===== src/hw/rtl/can_bit_timing_calculator_assert.svh =====
// assertion macros for the bit timing calculator
`ifndef CAN_BIT_TIMING_CALCULATOR_ASSERT_SVH
`define CAN_BIT_TIMING_CALCULATOR_ASSERT_SVH

`ifndef SYNTHESIS
`define CBT_ASSERT_NOW(lbl, ante, cons) \
    lbl: assert property (@(posedge i_clk) disable iff (!i_rst_n) (ante) |-> (cons)) \
        else $error("cbt assertion failed");
`define CBT_ASSERT_NEXT(lbl, ante, cons) \
    lbl: assert property (@(posedge i_clk) disable iff (!i_rst_n) (ante) |=> (cons)) \
        else $error("cbt assertion failed");
`else
`define CBT_ASSERT_NOW(lbl, ante, cons)
`define CBT_ASSERT_NEXT(lbl, ante, cons)
`endif

`endif


===== src/hw/rtl/cbt_pkg.sv =====
`timescale 1ns / 1ps

package cbt_pkg;

    localparam int CBT_MAX_PRESCALER = 64;
    localparam int CBT_BRP_W         = $clog2(CBT_MAX_PRESCALER + 1);

    localparam logic [19:0] CBT_BITRATE_LIMIT = 20'd1000000;
    localparam logic [4:0]  CBT_QUANTA_MIN    = 5'd8;
    localparam logic [7:0]  CBT_SJW_LIMIT     = 8'd4;
    localparam logic [25:0] CBT_OSC_RESET     = 26'd16000000;
    localparam logic [0:0]  CBT_REG_OSC       = 1'b0;

    typedef struct packed {
        logic [19:0] bitrate_hz;
        logic [7:0]  prop_hint_tq;
        logic [7:0]  sync_jump_tq;
    } t_cbt_in;

    typedef struct packed {
        logic                 status;
        logic [CBT_BRP_W-1:0] prescaler;
        logic [2:0]           sync_jump_len;
        logic [3:0]           prop_len;
        logic [3:0]           phase1_len;
        logic [3:0]           phase2_len;
    } t_cbt_out;

    typedef struct packed {
        logic                 done;
        logic                 reject;
        logic [CBT_BRP_W-1:0] brp;
        logic [4:0]           quanta;
    } t_search_res;

    typedef enum logic [1:0] {
        S_IDLE,
        S_SCAN,
        S_DIV,
        S_DONE
    } t_search_state;

    typedef enum logic [1:0] {
        T_IDLE,
        T_SEARCH,
        T_FINISH
    } t_top_state;

endpackage


===== src/hw/rtl/cbt_search.sv =====
`timescale 1ns / 1ps

module cbt_search (
    input  logic                 i_clk,
    input  logic                 i_rst_n,
    input  logic                 i_start,
    input  logic [24:0]          i_half_osc,
    input  logic [19:0]          i_rate,
    output cbt_pkg::t_search_res o_res
);
    import cbt_pkg::*;

    t_search_state        r_state, n_state;
    logic [CBT_BRP_W-1:0] r_brp, n_brp;
    logic [25:0]          r_div, n_div;
    logic [30:0]          r_lim, n_lim;
    logic [24:0]          r_r26, n_r26;
    logic [24:0]          r_rem, n_rem;
    logic [24:0]          r_half, n_half;
    logic [4:0]           r_q, n_q;
    logic [2:0]           r_bit, n_bit;
    logic                 r_reject, n_reject;

    logic [30:0] w_a, w_b;
    logic [31:0] w_diff;
    logic        w_lt;
    logic [24:0] w_rate26;
    logic [30:0] w_div_sh;

    // shared subtract and compare unit
    assign w_div_sh = {5'd0, r_div} << r_bit;
    assign w_a      = (r_state == S_DIV) ? {6'd0, r_rem} : {6'd0, r_half};
    assign w_b      = (r_state == S_DIV) ? w_div_sh : r_lim;
    assign w_diff   = {1'b0, w_a} - {1'b0, w_b};
    assign w_lt     = w_diff[31];

    assign w_rate26 = {1'b0, i_rate, 4'd0} + {2'b0, i_rate, 3'd0} + {4'd0, i_rate, 1'b0};

    always_ff @(posedge i_clk) begin
        if (!i_rst_n) begin
            r_state <= S_IDLE;
        end else begin
            r_state <= n_state;
        end
        r_brp    <= n_brp;
        r_div    <= n_div;
        r_lim    <= n_lim;
        r_r26    <= n_r26;
        r_rem    <= n_rem;
        r_half   <= n_half;
        r_q      <= n_q;
        r_bit    <= n_bit;
        r_reject <= n_reject;
    end

    always_comb begin
        n_state  = r_state;
        n_brp    = r_brp;
        n_div    = r_div;
        n_lim    = r_lim;
        n_r26    = r_r26;
        n_rem    = r_rem;
        n_half   = r_half;
        n_q      = r_q;
        n_bit    = r_bit;
        n_reject = r_reject;
        unique case (r_state)
            S_IDLE: begin
                if (i_start) begin
                    n_brp    = CBT_BRP_W'(1);
                    n_div    = {6'd0, i_rate};
                    n_lim    = {6'd0, w_rate26};
                    n_r26    = w_rate26;
                    n_half   = i_half_osc;
                    n_reject = 1'b0;
                    n_state  = S_SCAN;
                end
            end
            S_SCAN: begin
                if (w_lt) begin
                    n_rem   = r_half;
                    n_q     = '0;
                    n_bit   = 3'd4;
                    n_state = S_DIV;
                end else if (r_brp == CBT_BRP_W'(CBT_MAX_PRESCALER)) begin
                    n_reject = 1'b1;
                    n_state  = S_DONE;
                end else begin
                    n_brp = r_brp + CBT_BRP_W'(1);
                    n_div = r_div + {6'd0, i_rate};
                    n_lim = r_lim + {6'd0, r_r26};
                end
            end
            S_DIV: begin
                if (!w_lt) begin
                    n_rem        = w_diff[24:0];
                    n_q[r_bit]   = 1'b1;
                end
                if (r_bit == 3'd0) begin
                    n_state = S_DONE;
                end else begin
                    n_bit = r_bit - 3'd1;
                end
            end
            S_DONE: begin
                n_state = S_IDLE;
            end
            default: begin
                n_state = S_IDLE;
            end
        endcase
    end

    assign o_res.done   = (r_state == S_DONE);
    assign o_res.reject = r_reject;
    assign o_res.brp    = r_brp;
    assign o_res.quanta = r_q;

endmodule


===== src/hw/rtl/can_bit_timing_calculator.sv =====
`timescale 1ns / 1ps
// channel | direction | handshake                 | word
// request | in        | i_in_valid / o_in_ready   | i_in_word  (t_cbt_in)
// result  | out       | o_out_valid / i_out_ready | o_out_word (t_cbt_out)
// config  | apb       | psel penable pwrite pready| pwdata / prdata (oscillator_hz)
// a request rejected on its fields goes straight to the finish step; otherwise the scan
// tries one prescaler after another and, if one fits, finds the 5-bit quotient bit by bit,
// then the result is finished and registered; scan and quotient use the one shared subtractor
// the finish step waits while an unread result holds the output register
// o_in_ready is high only when no request is in work
// synchronous active-low reset restores the oscillator register to 16 MHz

module can_bit_timing_calculator (
    input  logic              i_clk,
    input  logic              i_rst_n,
    input  logic              i_in_valid,
    output logic              o_in_ready,
    input  cbt_pkg::t_cbt_in  i_in_word,
    output logic              o_out_valid,
    input  logic              i_out_ready,
    output cbt_pkg::t_cbt_out o_out_word,
    input  logic              psel,
    input  logic              penable,
    input  logic              pwrite,
    input  logic [2:0]        paddr,
    input  logic [31:0]       pwdata,
    output logic [31:0]       prdata,
    output logic              pready
);
    import cbt_pkg::*;

    t_top_state           r_state, n_state;
    logic [25:0]          r_osc;
    logic [19:0]          r_rate, n_rate;
    logic [7:0]           r_hint, n_hint;
    logic [7:0]           r_sjw, n_sjw;
    logic                 r_rej, n_rej;
    logic [CBT_BRP_W-1:0] r_brp, n_brp;
    logic [4:0]           r_q, n_q;
    logic                 r_out_valid, n_out_valid;
    t_cbt_out             r_out, n_out;

    logic        w_in_acc;
    logic        w_bad_req;
    logic        w_start;
    logic [19:0] w_rate;
    t_search_res w_res;

    logic [4:0] w_qs;
    logic [7:0] w_hint1, w_lim3, w_adj;
    logic [3:0] w_prop;
    logic [4:0] w_rest, w_ps1, w_ps2;
    logic [2:0] w_sjw1, w_sjwf;
    t_cbt_out   w_word;

    assign pready = 1'b1;
    assign prdata = (paddr[2] == CBT_REG_OSC) ? {6'd0, r_osc} : 32'd0;

    always_ff @(posedge i_clk) begin
        if (!i_rst_n) begin
            r_osc <= CBT_OSC_RESET;
        end else if (psel && penable && pwrite && pready && paddr[2] == CBT_REG_OSC) begin
            r_osc <= pwdata[25:0];
        end
    end

    assign o_in_ready = (r_state == T_IDLE);
    assign w_in_acc   = i_in_valid && o_in_ready;
    assign w_bad_req  = (i_in_word.bitrate_hz == 20'd0)
                     || (i_in_word.bitrate_hz > CBT_BITRATE_LIMIT)
                     || (i_in_word.sync_jump_tq > CBT_SJW_LIMIT);
    assign w_start    = w_in_acc && !w_bad_req;
    assign w_rate     = o_in_ready ? i_in_word.bitrate_hz : r_rate;

    cbt_search u_search (
        .i_clk      (i_clk),
        .i_rst_n    (i_rst_n),
        .i_start    (w_start),
        .i_half_osc (r_osc[25:1]),
        .i_rate     (w_rate),
        .o_res      (w_res)
    );

    // segment split
    always_comb begin
        w_qs    = r_q - 5'd1;
        w_hint1 = (r_hint == 8'd0) ? 8'd1 : r_hint;
        w_sjw1  = (r_sjw == 8'd0) ? 3'd1 : r_sjw[2:0];
        w_lim3  = {3'd0, w_qs} - 8'd3;
        w_adj   = (w_hint1 > w_lim3) ? w_lim3 : w_hint1;
        w_prop  = (w_adj > 8'd8) ? 4'd8 : w_adj[3:0];
        w_rest  = w_qs - {1'b0, w_prop};
        w_ps1   = {1'b0, w_rest[4:1]};
        w_ps2   = w_rest - w_ps1;
        w_sjwf  = ({2'd0, w_sjw1} >= w_ps2) ? 3'(w_ps2 - 5'd1) : w_sjw1;
        if (r_rej) begin
            w_word        = '0;
            w_word.status = 1'b1;
        end else begin
            w_word.status        = 1'b0;
            w_word.prescaler     = r_brp;
            w_word.sync_jump_len = w_sjwf;
            w_word.prop_len      = w_prop;
            w_word.phase1_len    = w_ps1[3:0];
            w_word.phase2_len    = w_ps2[3:0];
        end
    end

    always_ff @(posedge i_clk) begin
        if (!i_rst_n) begin
            r_state     <= T_IDLE;
            r_out_valid <= 1'b0;
        end else begin
            r_state     <= n_state;
            r_out_valid <= n_out_valid;
        end
        r_rate <= n_rate;
        r_hint <= n_hint;
        r_sjw  <= n_sjw;
        r_rej  <= n_rej;
        r_brp  <= n_brp;
        r_q    <= n_q;
        r_out  <= n_out;
    end

    always_comb begin
        n_state     = r_state;
        n_rate      = r_rate;
        n_hint      = r_hint;
        n_sjw       = r_sjw;
        n_rej       = r_rej;
        n_brp       = r_brp;
        n_q         = r_q;
        n_out       = r_out;
        n_out_valid = r_out_valid;
        if (r_out_valid && i_out_ready) begin
            n_out_valid = 1'b0;
        end
        unique case (r_state)
            T_IDLE: begin
                if (w_in_acc) begin
                    n_rate  = i_in_word.bitrate_hz;
                    n_hint  = i_in_word.prop_hint_tq;
                    n_sjw   = i_in_word.sync_jump_tq;
                    n_rej   = w_bad_req;
                    n_state = w_bad_req ? T_FINISH : T_SEARCH;
                end
            end
            T_SEARCH: begin
                if (w_res.done) begin
                    n_rej   = w_res.reject || (w_res.quanta < CBT_QUANTA_MIN);
                    n_brp   = w_res.brp;
                    n_q     = w_res.quanta;
                    n_state = T_FINISH;
                end
            end
            T_FINISH: begin
                if (!r_out_valid || i_out_ready) begin
                    n_out       = w_word;
                    n_out_valid = 1'b1;
                    n_state     = T_IDLE;
                end
            end
            default: begin
                n_state = T_IDLE;
            end
        endcase
    end

    assign o_out_valid = r_out_valid;
    assign o_out_word  = r_out;

`include "can_bit_timing_calculator_assert.svh"

    `CBT_ASSERT_NOW(a_reject_zero, o_out_valid && o_out_word.status, o_out_word.prescaler == '0 && o_out_word.prop_len == 4'd0 && o_out_word.phase1_len == 4'd0 && o_out_word.phase2_len == 4'd0 && o_out_word.sync_jump_len == 3'd0)
    `CBT_ASSERT_NOW(a_ok_sum, o_out_valid && !o_out_word.status, ({1'b0, o_out_word.prop_len} + {1'b0, o_out_word.phase1_len} + {1'b0, o_out_word.phase2_len}) >= 5'd7 && o_out_word.prescaler != '0 && {1'b0, o_out_word.sync_jump_len} < o_out_word.phase2_len)
    `CBT_ASSERT_NOW(a_done_in_search, w_res.done, r_state == T_SEARCH)
    `CBT_ASSERT_NEXT(a_start_busy, w_start, !o_in_ready)

endmodule

===== config.mk =====
export PLATFORM = sky130hd
export DESIGN_NAME = can_bit_timing_calculator
export DESIGN_NICKNAME = d
export VERILOG_FILES = /design/src/hw/rtl/cbt_pkg.sv /design/src/hw/rtl/cbt_search.sv /design/src/hw/rtl/can_bit_timing_calculator.sv
export VERILOG_INCLUDE_DIRS = /design/src /design/src/hw/rtl
export SDC_FILE = /design/constraint.sdc
export NUM_CORES = 1
export LEC_CHECK = 0
export BUFFER_PORTS_ARGS = -buffer_cell sky130_fd_sc_hd__buf_2
export CAP_MARGIN = 40
export CORE_MARGIN = 2
export CORE_UTILIZATION = 45
export CTS_CLUSTER_SIZE = 20
export DETAILED_ROUTE_END_ITERATION = 10
export GPL_TIMING_DRIVEN = 0
export PLACE_DENSITY = 0.75
export SLEW_MARGIN = 20
export SYNTH_ARGS = -nofsm -noshare
export SYNTH_HDL_FRONTEND = slang
export SYNTH_SLANG_ARGS = --single-unit

===== constraint.sdc =====
create_clock -name i_clk -period 8.93 [get_ports i_clk]
set_input_delay 2.2325 -clock i_clk [delete_from_list [all_inputs] [get_ports i_clk]]
set_output_delay 2.2325 -clock i_clk [all_outputs]
set_load 0.03 [all_outputs]

==> out/summary.txt <==
run status -> complete, no violations
sequential element share of the synthesized area -> 43.6%
synth cell count leaders -> 218 x edfxtp_1, 173 x nand2_1, 152 x a21oi_1
FF-to-FF setup slack -> 1.99 ns
DR WL/cell -> 18.6 um
GP Congestion -> 0.917
htree depth -> 1
Final Setup Violations -> 0
max_slew headroom -> 38.9%
leakage -> 7.37 nW
io pins -> 136
FMAX -> 0.144 GHz
cts-stage hold buffer count -> 0
Critical Path Sink Type -> register
Pwr Total -> 4.56 mW
die area -> 38,000 um^2
share of the synthesized area in the top cell type -> 39.9%
root buffer cell -> clkbuf_16
Placed Area -> 17,800 um^2
drc violations -> 0
Arrival @ worst endpoint -> 7.25 ns
CP max FO -> 9
final slew viol count -> 0
Worst-path clk slew -> 0.06 ns
Yosys reg bits -> 249
total CTS buffers -> 29
initial drt markers -> 956
# diodes -> 0
Cell variety after synth -> 70
overall routing resource usage -> 21.9%
Core ar. -> 35,700 um^2
layout cells sized above 1 -> 15.9%
Post-Synthesis Cells -> 1,596
syn avg cell area -> 10.3 um^2
Worst Hold Class -> register to register
initial core utilization -> 45.9%
die span in y -> 195 um
port buffer count -> 120
clock period minus worst slack -> 6.94 ns
RSZ-0062 raised after global routing -> no
leading area contributor after synthesis -> edfxtp_1
Area Growth Syn to Fin -> 14.3%
Pre-antenna DRT Iters -> 5
most frequent cell after synthesis -> edfxtp_1
NumNets Final -> 1,987
hold slack -> 0.451 ns
max-cap violation count -> 0
crit path max-delay cell type -> fa_1
Post-CTS Setup Bufs -> 0
first-pass GRT wire length -> 66.9 mm
PD cells -> 243 nW/um^2
CTS Buffer Depth -> 3
Clock Latency Late Sink -> 0.57 ns
placed wire-length estimate -> 32.0 mm
Worst Path Required -> 9.23 ns
num rows -> 69
crit start category -> register
Critical Path Max Stage Delay -> 0.61 ns
DRT antenna net count -> 0
clk sinks -> 249
number of synthesized flops with an enable pin -> 218
vias in the first global route -> 12,700
DR vias -> 13,000
die width -> 195 um
Peak VDD IR -> 0.155 mV
final WL -> 41.8 mm
antenna violations before repair -> 0
clock skew -> 0.0120 ns
actual slew at the worst max-slew pin -> 0.905 ns
DR vias/cell -> 5.77
post_cts resized -> 0
critical path class -> register to register
cell area after layout -> 18,800 um^2
top_reg_cell synth -> edfxtp_1
largest net degree at the start of global routing -> 32
CTS tree -> built
top area cells in the synthesized netlist -> edfxtp_1 40%, ha_1 9.4%, a21oi_1 4.6%
Final Hold Fails -> 0
yosys warns -> 0
Layout Utilization -> 52.5%
final period utilization -> 77.7%
gr ovfl total -> 0
Netlist Area Pre-Place -> 16,400 um^2
Synth async-reset ratio -> 0%
==> stage by stage <==
stage	cells	setup slack [ns]	TNS (ns)
after floorplan	1601	2.08	0
after global placement	2182	-0.0227	-0.901
after detailed placement	2192	2.03	0
after CTS	2245	2.00	0
after global routing	2246	1.43	0
final	2246	1.99	0
==> placed cells by master (no fill, tap or decap), types with 57 or more instances in the layout <==
cell type,count
ha_1,123
clkbuf_1,57
nor2_1,109
mux2_2,59
edfxtp_1,218
nand2_1,173
buf_2,123
o21ai_0,72
a21oi_1,151
==> final timing paths <==
| path | from | to | cells past startpoint |
|---|---|---|---|
| min reg2reg | r_osc[11] | u_search.r_half[10] | 0 |
| max | r_q[0] | o_out_word[13] | 28 |
| max reg2reg | r_q[0] | o_out_word[13] | 28 |
| min | r_osc[11] | u_search.r_half[10] | 0 |
==> layer usage <==
| layer | routed length (um) | track usage (%) |
|---|---|---|
| met1 | 18300 | 29.5 |
| met2 | 19700 | 36.5 |
| met3 | 2640 | 3.33 |
| met4 | 1140 | 6.47 |
| met5 | 0 | 0 |
==> cell families (layout without fill, tap and decap cells) <==
kind of cell,count (synthesis),in the layout,synth area share [%]
buffers and inverters,132,316,3.20
XOR/XNOR,93,93,4.96
flip-flops,249,249,43.6
multiplexers,82,82,6.59
adder cells (fa/ha/maj),146,146,12.2
AND/OR/NAND/NOR,483,483,13.9
AO/OA/AOI/OAI,409,409,15.5
other,2,7,0.0457
==> state kept, by name (all words and copies together) (netlist names), 2 cells and up <==
signal,flops
u_search.r_lim,30
r_osc,26
u_search.r_div,26
u_search.r_half,25
u_search.r_rem,25
u_search.r_r26,24
o_out_word,23
r_rate,20
r_hint,8
r_sjw,8
r_brp,7
u_search.r_brp,7
r_q,5
u_search.r_q,5
u_search.r_bit,3
r_state,2
u_search.r_state,2
==> layout make-up <==
cell class / count / area (um^2)
multi-input combinational: 1220 / 8780
tap: 461 / 577
buffer: 72 / 300
sequential: 249 / 7170
inverter: 60 / 225
timing repair buffer: 131 / 769
clock buffer: 39 / 856
fill: 3116 / 17000
clock inverter: 14 / 100
==> where the power goes <==
part           total, mW  switching [mW]  internal [mW]
Sequential          1.62           0.118           1.51
Combinational       1.75            1.04          0.710
Clock               1.18           0.487          0.698
Total               4.56            1.65           2.91
==> worst max-delay path, delay by kind of cell, from the launching register on <==
family                   cells  cell delay, ns
adder cells (fa/ha/maj)      6            1.98
AO/OA/AOI/OAI                5            0.54
multiplexers                 2            0.69
AND/OR/NAND/NOR              8            1.58
buffers and inverters        5            0.79
flip-flops                   1            0.52
XOR/XNOR                     2            0.58
Power figures use the tool's default switching activity.
